`src/rtl/hps_pkg.sv`:
```
`timescale 1ns / 1ps
// Shared types and constants for the hstore pair scanner.
// No dependencies; used by every module of the block.
package hps_pkg;

   localparam logic [7:0] CHAR_QUOTE   = 8'h22;
   localparam logic [7:0] CHAR_BSLASH  = 8'h5C;
   localparam logic [7:0] CHAR_EQUAL   = 8'h3D;
   localparam logic [7:0] CHAR_GREATER = 8'h3E;

   localparam logic [1:0] STATUS_PAIR      = 2'd0;
   localparam logic [1:0] STATUS_EMPTY_KEY = 2'd1;
   localparam logic [1:0] STATUS_MALFORMED = 2'd2;

   localparam int FIELD_WIDTH = 16;

   typedef struct packed {
      logic last;
      logic is_quote;
      logic is_bslash;
      logic is_equal;
      logic is_greater;
   } byte_class_type;

   typedef struct packed {
      logic [1:0]             status;
      logic [FIELD_WIDTH-1:0] key_offset;
      logic [FIELD_WIDTH-1:0] key_length;
      logic [FIELD_WIDTH-1:0] value_offset;
      logic [FIELD_WIDTH-1:0] value_length;
   } result_type;

endpackage

```
`src/rtl/hstore_pair_scanner.sv`:
```
`timescale 1ns / 1ps
// Top level of the hstore pair scanner: front classifier, queue, back scanner.
// Depends on hps_pkg, hps_front, hps_queue and hps_back.
// Throughput is one byte beat per cycle, except while a result held for rsp stalls the next last beat.
// The result passes through the front register, the queue and the back-stage output register to rsp.
// Reset is synchronous and active high; it empties the queue and output register
// and returns the scanner to its start phase with all counters cleared.
module hstore_pair_scanner #(
   parameter int POSITION_BITS = 16
) (
   input  logic        clock,
   input  logic        reset,
   input  logic        req_tvalid,
   output logic        req_tready,
   input  logic [7:0]  req_tdata,   // data_byte
   input  logic        req_tlast,   // last_byte
   output logic        rsp_tvalid,
   input  logic        rsp_tready,
   output logic [63:0] rsp_tdata,   // key_offset, key_length, value_offset, value_length
   output logic [1:0]  rsp_tuser    // status
);

   logic                    front_valid;
   logic                    front_ready;
   hps_pkg::byte_class_type front_class;
   logic                    queue_valid;
   logic                    queue_ready;
   hps_pkg::byte_class_type queue_class;
   hps_pkg::result_type     result;

   hps_front u_front (
      .clock     (clock),
      .reset     (reset),
      .in_valid  (req_tvalid),
      .in_ready  (req_tready),
      .in_byte   (req_tdata),
      .in_last   (req_tlast),
      .out_valid (front_valid),
      .out_ready (front_ready),
      .out_class (front_class)
   );

   hps_queue u_queue (
      .clock      (clock),
      .reset      (reset),
      .push_valid (front_valid),
      .push_ready (front_ready),
      .push_class (front_class),
      .pop_valid  (queue_valid),
      .pop_ready  (queue_ready),
      .pop_class  (queue_class)
   );

   hps_back #(
      .POSITION_BITS (POSITION_BITS)
   ) u_back (
      .clock      (clock),
      .reset      (reset),
      .in_valid   (queue_valid),
      .in_ready   (queue_ready),
      .in_class   (queue_class),
      .out_valid  (rsp_tvalid),
      .out_ready  (rsp_tready),
      .out_result (result)
   );

   assign rsp_tuser = result.status;
   assign rsp_tdata = {result.value_length, result.value_offset,
                       result.key_length, result.key_offset};

endmodule

```
`src/rtl/hps_front.sv`:
```
`timescale 1ns / 1ps
// Front stage: accepts input beats and classifies each byte into flags.
// Depends on hps_pkg.
module hps_front (
   input  logic                  clock,
   input  logic                  reset,
   input  logic                  in_valid,
   output logic                  in_ready,
   input  logic [7:0]            in_byte,
   input  logic                  in_last,
   output logic                  out_valid,
   input  logic                  out_ready,
   output hps_pkg::byte_class_type out_class
);

   logic                   valid_ff;
   logic                   valid_in;
   hps_pkg::byte_class_type class_ff;
   hps_pkg::byte_class_type class_in;

   assign in_ready  = !valid_ff || out_ready;
   assign out_valid = valid_ff;
   assign out_class = class_ff;

   always_comb begin
      valid_in = valid_ff;
      class_in = class_ff;
      if (in_ready) begin
         valid_in            = in_valid;
         class_in.last       = in_last;
         class_in.is_quote   = (in_byte == hps_pkg::CHAR_QUOTE);
         class_in.is_bslash  = (in_byte == hps_pkg::CHAR_BSLASH);
         class_in.is_equal   = (in_byte == hps_pkg::CHAR_EQUAL);
         class_in.is_greater = (in_byte == hps_pkg::CHAR_GREATER);
      end
   end

   always_ff @(posedge clock) begin
      if (reset) begin
         valid_ff <= 1'b0;
      end else begin
         valid_ff <= valid_in;
      end
      class_ff <= class_in;
   end

endmodule

```
`src/rtl/hps_queue.sv`:
```
`timescale 1ns / 1ps
// Two-entry queue of classified bytes between the front and back stages.
// Depends on hps_pkg.
module hps_queue (
   input  logic                  clock,
   input  logic                  reset,
   input  logic                  push_valid,
   output logic                  push_ready,
   input  hps_pkg::byte_class_type push_class,
   output logic                  pop_valid,
   input  logic                  pop_ready,
   output hps_pkg::byte_class_type pop_class
);

   hps_pkg::byte_class_type entry_ff [2];
   logic       wr_ptr_ff;
   logic       wr_ptr_in;
   logic       rd_ptr_ff;
   logic       rd_ptr_in;
   logic [1:0] count_ff;
   logic [1:0] count_in;
   logic       do_push;
   logic       do_pop;

   assign push_ready = (count_ff != 2'd2);
   assign pop_valid  = (count_ff != 2'd0);
   assign pop_class  = entry_ff[rd_ptr_ff];
   assign do_push    = push_valid && push_ready;
   assign do_pop     = pop_valid && pop_ready;

   always_comb begin
      wr_ptr_in = wr_ptr_ff ^ do_push;
      rd_ptr_in = rd_ptr_ff ^ do_pop;
      count_in  = count_ff;
      if (do_push && !do_pop) begin
         count_in = count_ff + 2'd1;
      end else if (do_pop && !do_push) begin
         count_in = count_ff - 2'd1;
      end
   end

   always_ff @(posedge clock) begin
      if (reset) begin
         wr_ptr_ff <= 1'b0;
         rd_ptr_ff <= 1'b0;
         count_ff  <= 2'd0;
      end else begin
         wr_ptr_ff <= wr_ptr_in;
         rd_ptr_ff <= rd_ptr_in;
         count_ff  <= count_in;
      end
      if (do_push) begin
         entry_ff[wr_ptr_ff] <= push_class;
      end
   end

endmodule

```
`src/rtl/hps_back.sv`:
```
`timescale 1ns / 1ps
// Back stage: runs the scanner state machine over classified bytes and
// holds the result in an output register. Depends on hps_pkg.
module hps_back #(
   parameter int POSITION_BITS = 16
) (
   input  logic                  clock,
   input  logic                  reset,
   input  logic                  in_valid,
   output logic                  in_ready,
   input  hps_pkg::byte_class_type in_class,
   output logic                  out_valid,
   input  logic                  out_ready,
   output hps_pkg::result_type   out_result
);

   typedef enum logic [2:0] {
      PH_BEFORE_KEY,
      PH_IN_KEY,
      PH_AFTER_KEY,
      PH_AFTER_EQ,
      PH_BEFORE_VALUE,
      PH_IN_VALUE,
      PH_DONE,
      PH_BAD
   } phase_type;

   localparam logic [POSITION_BITS-1:0] POS_ONE = POSITION_BITS'(1);

   phase_type                phase_ff, phase_in, phase_next;
   logic                     esc_ff, esc_in;
   logic [POSITION_BITS-1:0] pos_ff, pos_in;
   logic [POSITION_BITS-1:0] key_begin_ff, key_begin_in;
   logic [POSITION_BITS-1:0] key_count_ff, key_count_in;
   logic [POSITION_BITS-1:0] value_begin_ff, value_begin_in;
   logic [POSITION_BITS-1:0] value_count_ff, value_count_in;
   logic                     valid_ff, valid_in;
   hps_pkg::result_type      result_ff, result_in;
   logic                     take;
   logic                     closes;

   assign in_ready   = !in_class.last || !valid_ff || out_ready;
   assign take       = in_valid && in_ready;
   assign out_valid  = valid_ff;
   assign out_result = result_ff;
   assign closes     = in_class.is_quote && !esc_ff;

   always_comb begin
      phase_next     = phase_ff;
      esc_in         = esc_ff;
      pos_in         = pos_ff;
      key_begin_in   = key_begin_ff;
      key_count_in   = key_count_ff;
      value_begin_in = value_begin_ff;
      value_count_in = value_count_ff;
      valid_in       = valid_ff && !out_ready;
      result_in      = result_ff;

      if (take) begin
         if (pos_ff == '1) begin
            phase_next = PH_BAD;
         end else begin
            pos_in = pos_ff + POS_ONE;
            case (phase_ff)
               PH_BEFORE_KEY: begin
                  if (in_class.is_quote) begin
                     phase_next   = PH_IN_KEY;
                     key_begin_in = pos_ff + POS_ONE;
                     esc_in       = 1'b0;
                  end
               end
               PH_IN_KEY: begin
                  if (closes) begin
                     phase_next = PH_AFTER_KEY;
                     esc_in     = 1'b0;
                  end else begin
                     key_count_in = key_count_ff + POS_ONE;
                     esc_in       = in_class.is_bslash;
                  end
               end
               PH_AFTER_KEY: begin
                  if (in_class.is_equal) begin
                     phase_next = PH_AFTER_EQ;
                  end
               end
               PH_AFTER_EQ: begin
                  phase_next = in_class.is_greater ? PH_BEFORE_VALUE : PH_BAD;
               end
               PH_BEFORE_VALUE: begin
                  if (in_class.is_quote) begin
                     phase_next     = PH_IN_VALUE;
                     value_begin_in = pos_ff + POS_ONE;
                     esc_in         = 1'b0;
                  end
               end
               PH_IN_VALUE: begin
                  if (closes) begin
                     phase_next = PH_DONE;
                     esc_in     = 1'b0;
                  end else begin
                     value_count_in = value_count_ff + POS_ONE;
                     esc_in         = in_class.is_bslash;
                  end
               end
               default: begin
               end
            endcase
         end

         if (in_class.last) begin
            valid_in = 1'b1;
            if (phase_next == PH_DONE) begin
               result_in.status       = (key_count_in == '0) ?
                                        hps_pkg::STATUS_EMPTY_KEY : hps_pkg::STATUS_PAIR;
               result_in.key_offset   = hps_pkg::FIELD_WIDTH'(key_begin_in);
               result_in.key_length   = hps_pkg::FIELD_WIDTH'(key_count_in);
               result_in.value_offset = hps_pkg::FIELD_WIDTH'(value_begin_in);
               result_in.value_length = hps_pkg::FIELD_WIDTH'(value_count_in);
            end else begin
               result_in.status       = hps_pkg::STATUS_MALFORMED;
               result_in.key_offset   = '0;
               result_in.key_length   = '0;
               result_in.value_offset = '0;
               result_in.value_length = '0;
            end
            phase_next     = PH_BEFORE_KEY;
            esc_in         = 1'b0;
            pos_in         = '0;
            key_begin_in   = '0;
            key_count_in   = '0;
            value_begin_in = '0;
            value_count_in = '0;
         end
      end
      phase_in = phase_next;
   end

   always_ff @(posedge clock) begin
      if (reset) begin
         phase_ff       <= PH_BEFORE_KEY;
         esc_ff         <= 1'b0;
         pos_ff         <= '0;
         key_begin_ff   <= '0;
         key_count_ff   <= '0;
         value_begin_ff <= '0;
         value_count_ff <= '0;
         valid_ff       <= 1'b0;
      end else begin
         phase_ff       <= phase_in;
         esc_ff         <= esc_in;
         pos_ff         <= pos_in;
         key_begin_ff   <= key_begin_in;
         key_count_ff   <= key_count_in;
         value_begin_ff <= value_begin_in;
         value_count_ff <= value_count_in;
         valid_ff       <= valid_in;
      end
      result_ff <= result_in;
   end

endmodule

```
`config.mk`:
```
export PLATFORM = sky130hd
export DESIGN_NAME = hstore_pair_scanner
export DESIGN_NICKNAME = d
export VERILOG_FILES = /design/src/rtl/hps_pkg.sv /design/src/rtl/hstore_pair_scanner.sv /design/src/rtl/hps_front.sv /design/src/rtl/hps_queue.sv /design/src/rtl/hps_back.sv
export SDC_FILE = /design/constraint.sdc
export NUM_CORES = 1
export LEC_CHECK = 0
export BUFFER_PORTS_ARGS = -buffer_cell sky130_fd_sc_hd__buf_2
export CAP_MARGIN = 20
export CORE_ASPECT_RATIO = 0.8
export CORE_UTILIZATION = 50
export DETAILED_ROUTE_END_ITERATION = 10
export PLACE_DENSITY = 0.69
export RECOVER_POWER = 100
export SLEW_MARGIN = 20
export SYNTH_ARGS = -nofsm -noshare
export SYNTH_HDL_FRONTEND = slang
export SYNTH_SLANG_ARGS = --single-unit
```
`constraint.sdc`:
```
create_clock -name clock -period 8.1 [get_ports clock]
set_clock_uncertainty 0.2 [all_clocks]
set_input_delay 1.215 -clock clock [delete_from_list [all_inputs] [get_ports clock]]
set_output_delay 1.215 -clock clock [all_outputs]
set_load 0.02 [all_outputs]
```
==> metrics, run 1 <==
number of DRC violations after detailed-routing iteration 0 446; TritonCTS buffer count 17; crit start category flip-flop; clock tree from TritonCTS built; run status finished, violations left; number of gates resized after CTS 0; post-DR vias/cell 5.85; total inserted antenna cells 0; Net Sw Frac 33.2%; sequential group share of total power 44.5%; H-Tree Level Count 4; Worst Reg-to-Reg Cells 5; Post-CTS Setup Repair Bufs 0; Leakage around 2.7 nW; Synth async-reset ratio 0%; Die Width 143 µm; Post-synth top flop dfxtp_1; fin. max-slew vios about 130; P&R area growth vs syn 12.0%; All-Layer GR Usage 22.7%; clock edge transition at the registers on the reported setup and hold paths approximately 0.06 ns; flip-flop and latch count after synthesis 171; DRT antenna net count 0; floorplan core area 15200 µm²; total die area 16300 µm²; Tmin final approximately 5.3 ns; kind of end point of the critical path flip-flop; total grt overflow 0; hold crit path type flip-flop to flip-flop; Arr. time, crit path 5.12 ns; depth of the worst hold-timing path 0; number of nets in the layout between 800 and 900; total DRC errors in the routed layout 0; nets in the synthesized netlist 807; setup repair after global routing missed its margin false; global-route wire length before repair 29100 µm; share of the yosys chip area belonging to registers 53.5%; Hold-fix buffers, CTS 0; Post-Synthesis Mean Instance Area about 10 µm²; Relative slew margins -65.0%; hold violation count in the final report 0; TritonCTS sink count roughly 170; CP required 7.91 ns; vias in the first global route 5860; buffers added on ports 80; crit path max fanout 37; cell area after placement 8410 µm²; Setup Total Neg Slack 0 ns; register area ~4200 µm²; maximum number of pins on one net before global-route repair 53; pin slew with the least headroom to its limit 2.47 ns; number of antenna violations at the first check in global routing 0; area of the multi-input gates between 3000 and 4000 µm²; final wirelength approximately 18000 µm; share of final-layout standard cells stronger than drive strength 1 6.91%; total via count after detailed routing 6225; boundary pin count 81; number of distinct library cells after synthesis 69; first-pass detailed-route iteration total 5; number of flops mapped to enable cells by yosys 81; y dimension of the die 115 µm; most area-hungry cell type in the Yosys netlist edfxtp_1; number of failing setup endpoints in the final timing report 0; num rows 40; total of fill cells in the finished design 1347; Synth top area share between 30 and 40%; warning count from the yosys run 0; maximum operating frequency 188 MHz; root buf cell clkbuf_16; starting utilization of the core area a little over half; failing checks max-capacitance violations, max-slew violations; logic gate share of total power 22.8%; HPWL after detailed placement 11600 µm; Max Root-Sink Buffers 2; Peak VDD IR 0.217 mV; clock power share 32.7%; Mapped Cells about 790; Net Switching 807 µW; main area contributors after synthesis edfxtp_1 31%, dfxtp_1 23%, nor2_1 6.6%; per-cell routed wire length between 15 and 20 µm; routability cong. 0.855; share of the cycle needed by the critical path after routing 65.6%; category of the most critical setup path flip-flop to flip-flop; cell area after layout 8870 µm²; total of max-cap violations 3; clock latency at the later pin of the worst-skew pair approximately 0.43 ns; cell area after synthesis 7920 µm²; power density of the placed cells 274 nW/µm²; internal portion of total power about 1.6 mW
-- layer usage --
layer | up-vias | wire, µm | GRT usage, %
met3 | 24 | 1060 | 4.48
met4 | 0 | 234 | 8.39
li1 | 3007 | - | -
met2 | 224 | 8110 | 35.1
met5 | - | 0 | 0
met1 | 2970 | 8370 | 31.7
-- worst max-delay path, cell delays in order (launching register included) --
cell and delay, ns:
dfxtp_1 0.58, mux2i_1 0.70, o22a_1 0.73, nand2b_1 0.18
inv_1 0.88, clkbuf_1 1.61
-- cells in the mapped netlist (13+ instances only) --
| library cell | count |
|---|---|
| a31oi_1 | 13 |
| a21oi_1 | 41 |
| nor3_1 | 21 |
| xnor2_1 | 34 |
| o21ai_0 | 28 |
| a211oi_1 | 30 |
| nor2_1 | 139 |
| dfxtp_1 | 90 |
| nand2_1 | 34 |
| a22oi_1 | 13 |
| nand3_1 | 25 |
| inv_1 | 18 |
| edfxtp_1 | 81 |
| o2bb2ai_1 | 29 |
| clkbuf_1 | 41 |
-- power by group through the flow --
stage                     Clock [mW]  Combinational (mW)  Sequential (mW)
after floorplan                    0               0.332             1.17
after global placement             0               0.552             1.09
after detailed placement           0               0.572             1.09
after CTS                      0.803               0.574             1.08
after global routing           0.843               0.607             1.09
final                          0.794               0.553             1.08
-- sequential cells by signal, summed over array words and instances, names as in the netlist --
| register | count |
|---|---|
| u_back.out_result | 66 |
| u_back.key_begin_ff | 16 |
| u_back.key_count_ff | 16 |
| u_back.pos_ff | 16 |
| u_back.value_begin_ff | 16 |
| u_back.value_count_ff | 16 |
| u_queue.entry_ff | 10 |
| u_front.out_class | 5 |
| u_back.phase_ff | 3 |
| u_queue.count_ff | 2 |
| u_back.esc_ff | 1 |
| u_back.out_valid | 1 |
| u_front.out_valid | 1 |
| u_queue.rd_ptr_ff | 1 |
| u_queue.wr_ptr_ff | 1 |
-- cell families (layout without fill, tap and decap cells) --
kind of cell | after synthesis | in the layout | share of synthesized area (%)
simple gates | 290 | 290 | 18.1
compound gates | 191 | 191 | 16.9
flops | 171 | 171 | 53.5
buf+inv | 73 | 139 | 3.89
xor+xnor | 46 | 46 | 5.09
mux | 11 | 11 | 1.60
fa+ha+maj | 6 | 6 | 0.948
-- worst paths after layout --
check	startpoint	end	slack, ns
worst min register to register	u_front.out_class[1]	u_queue.entry_ff[0][1]	0.25
worst min-delay path	u_front.out_class[1]	u_queue.entry_ff[0][1]	0.25
worst max register to register	u_queue.rd_ptr_ff	u_back.out_result[12]	2.79
worst max-delay path	u_queue.rd_ptr_ff	u_back.out_result[12]	2.79
-- placed cells by master, fill, tap and decap left out, drive strengths merged, types with 3 or more instances in the layout --
cell type and count:
nor2 139, clkbuf 96, dfxtp 90, edfxtp 81, a21oi 41, nand2 34
xnor2 34, a211oi 30, o21ai 30, o2bb2ai 29, nand3 25, nor3 21
inv 19, a22oi 13, a31oi 13, buf 13, xor2 12, nor4 11
nand4 10, mux2i 8, nand2b 7, clkinv 7, or3 6, ha 6
or4 6, and3 6, nor2b 5, and4 4, nor4b 4, mux2 3
a32o 3, and2 3, a21o 3, a2bb2oi 3, o31ai 3, a41oi 3
nand4b 3
-- stage by stage --
stage | hold slack, ns | power, mW | worst slack [ns] | std cells | util [%]
detailed placement | 0.232 | 1.66 | 4.14 | 1032 | 55.3
global placement | 0.233 | 1.64 | 4.24 | 1032 | 55.3
floorplan | 0.221 | 1.50 | 4.37 | 788 | -
finish | 0.247 | 2.43 | 2.79 | 1064 | 58.3
CTS | 0.247 | 2.45 | 4.18 | 1064 | 59.1
global route | 0.256 | 2.54 | 2.41 | 1064 | 58.3
-- final cells by class --
type / count / area share, %
clock buffer: 21 / 5.08
clock inverter: 11 / 1.35
inverter: 19 / 0.804
multi-input combinational: 544 / 38.1
sequential: 171 / 47.7
tap: 210 / 2.96
timing repair buffer: 88 / 3.96
(Power assumes the default switching activity.)
==> inputs of run 2 (changes only) <==
- clock period: 8.1 -> 5.13 ns (I/O delays scaled with it)
==> run 2 against run 1 <==
Effect of this change:
- the run now ends clean
- worst hold slack improved by 0.00060 ns
- clock power increased by 61%
- global-route usage shrank 0.23 points
- non-clock buffer count increased by 1
- fmax up 29%
- count of clock-buffer cells in the layout is 1 lower
- sequential share of layout area is 0.081 points lower
- largest cell class unchanged
- first-iteration DRC count is 7.6% higher
- sequential power up 57%
- critical path depth rose by 4
- core utilization up 0.099 points
- register-to-register slack worse by 1.8 ns
==> metrics, run 2 (synthesized netlist as in run 1, its figures left out) <==
run status finished clean; number of gates resized after CTS 0 (unchanged); worst hold-check slack 0.247 ns (+0.000597 ns); buffers added on ports 80 (unchanged); Arr. time, crit path 4.28 ns (-0.84 ns); Critical Path Max Stage Delay 0.95 ns (-0.66 ns); share of the cycle needed by the critical path after routing 80.3% (+15 points); total DRC errors in the routed layout 0 (unchanged); num rows 40 (unchanged); Peak VDD IR 0.291 mV (+34%); register area 4230 µm² (unchanged); Setup Total Neg Slack 0 ns (unchanged); setup repair after global routing missed its margin false; clock latency at the later pin of the worst-skew pair 0.42 ns (about the same); per-cell routed wire length 16.4 µm (-2.0%); routability cong. 0.857 (+0.19%); post-DR vias/cell 5.81 (-0.67%); DRT antenna net count 0 (unchanged); total grt overflow 0 (unchanged); Leakage 2.74 nW (+1.0%); cell family with most CP delay simple AND/OR/NAND/NOR gates; P&R area growth vs syn 12.2%; root buf cell clkbuf_16; Relative slew margins 17.7% (+83 points); TritonCTS buffer count 17 (unchanged); total of fill cells in the finished design 1368 (+1.6%); area of the multi-input gates 3350 µm² (-0.96%); total of max-cap violations 0 (-3); HPWL after detailed placement 11500 µm (-0.28%); clock edge transition at the registers on the reported setup and hold paths 0.06 ns (about the same); share of final-layout standard cells stronger than drive strength 1 6.78% (-0.13 points); cell area after placement 8430 µm² (+0.24%); cell-by-cell listing of the critical path ha_1, nand3_1, nor4_4, clkbuf_1, nor3_1, buf_4, o21ai_0, nor2b_1, a32o_1; crit start category flip-flop; y dimension of the die 115 µm (unchanged); maximum number of pins on one net before global-route repair 42 (-21%); power density of the placed cells 435 nW/µm² (+59%); fin util 58.4% (+0.099 points); category of the most critical setup path flip-flop to flip-flop; global-route met1 utilization 32.0% (+0.32 points); total die area 16300 µm² (unchanged); number of DRC violations after detailed-routing iteration 0 480 (+7.6%); first-pass detailed-route iteration total 5 (unchanged); TritonCTS sink count 171 (unchanged); kind of end point of the critical path flip-flop; cell area after layout 8880 µm² (+0.17%); H-Tree Level Count 4 (unchanged); CP required 5.28 ns (-2.63 ns); cell with the largest stage delay on the worst path nor2b_1; GR Util met3 5.19% (+0.71 points); Hold-fix buffers, CTS 0 (unchanged); total via count after detailed routing 6189 (-0.58%); total inserted antenna cells 0 (unchanged); floorplan core area 15200 µm² (unchanged); fin. max-slew vios 0 (-100%); clock tree from TritonCTS built; Die Width 143 µm (unchanged); crit path max fanout 33 (-11%); hold violation count in the final report 0 (unchanged); pin slew with the least headroom to its limit 1.23 ns (-1.24 ns); maximum operating frequency 243 MHz (+29%); final wirelength 17400 µm (-1.9%); number of antenna violations at the first check in global routing 0 (unchanged); Tmin final 4.12 ns (-1.19 ns); number of flip-flops in the largest register 66 (unchanged); Max Root-Sink Buffers 2 (unchanged); Buf/Inv on CP 2 (unchanged); most frequent standard cell in the layout excluding fill and tap cells nor2_1; number of failing setup endpoints in the final timing report 0 (unchanged); hold crit path type flip-flop to flip-flop; layer with the highest usage after global routing met2; vias in the first global route 5677 (-3.1%); number of nets in the layout 861 (+0.12%); met2 track utilization from global routing 34.2% (-0.95 points); All-Layer GR Usage 22.5% (-0.23 points); Post-CTS Setup Repair Bufs 0 (unchanged); global-route wire length before repair 28700 µm (-1.3%); boundary pin count 81 (unchanged); starting utilization of the core area 52.0% (unchanged); leading cell types in the layout, fill and taps excluded 138 x nor2_1, 90 x dfxtp_1, 81 x edfxtp_1
run 2: final cells by class:
type	count	area share, %
repair buffers	89	4.35
clock inverters	12	1.65
inverters	19	0.803
multi-input cells	544	37.7
flip-flops and latches	171	47.7
clock buffers	20	4.92
well taps	210	2.96
run 2: metal layers:
metal | part of all wire (%) | up-vias
li1 | - | 2999
met4 | 0.99 | 0
met2 | 45 | 222
met3 | 6.2 | 13
met5 | 0 | -
met1 | 48 | 2955
run 2: power by group:
group | switching, mW | internal [mW] | total [mW] | leakage (nW)
clock | 0.513 | 0.763 | 1.28 | 0.283
combinational | 0.675 | 0.217 | 0.892 | 0.952
sequential | 0.0772 | 1.62 | 1.70 | 1.51
run 2: final timing paths:
path	start	to	slack (ns)	cells past startpoint
min	u_front.out_class[3]	u_queue.entry_ff[1][3]	0.25	0
max	u_back.pos_ff[0]	u_back.key_begin_ff[1]	1.01	9
max reg2reg	u_back.pos_ff[0]	u_back.key_begin_ff[1]	1.01	9
min reg2reg	u_front.out_class[3]	u_queue.entry_ff[1][3]	0.25	0
run 2: stage by stage:
stage	cells	setup slack [ns]	power, mW
2_1_floorplan	788	1.78	2.37
3_3_place_gp	1033	1.67	2.61
3_5_place_dp	1033	1.53	2.65
4_1_cts	1065	1.50	3.92
5_1_grt	1065	0.623	4.05
6_report	1065	1.01	3.86
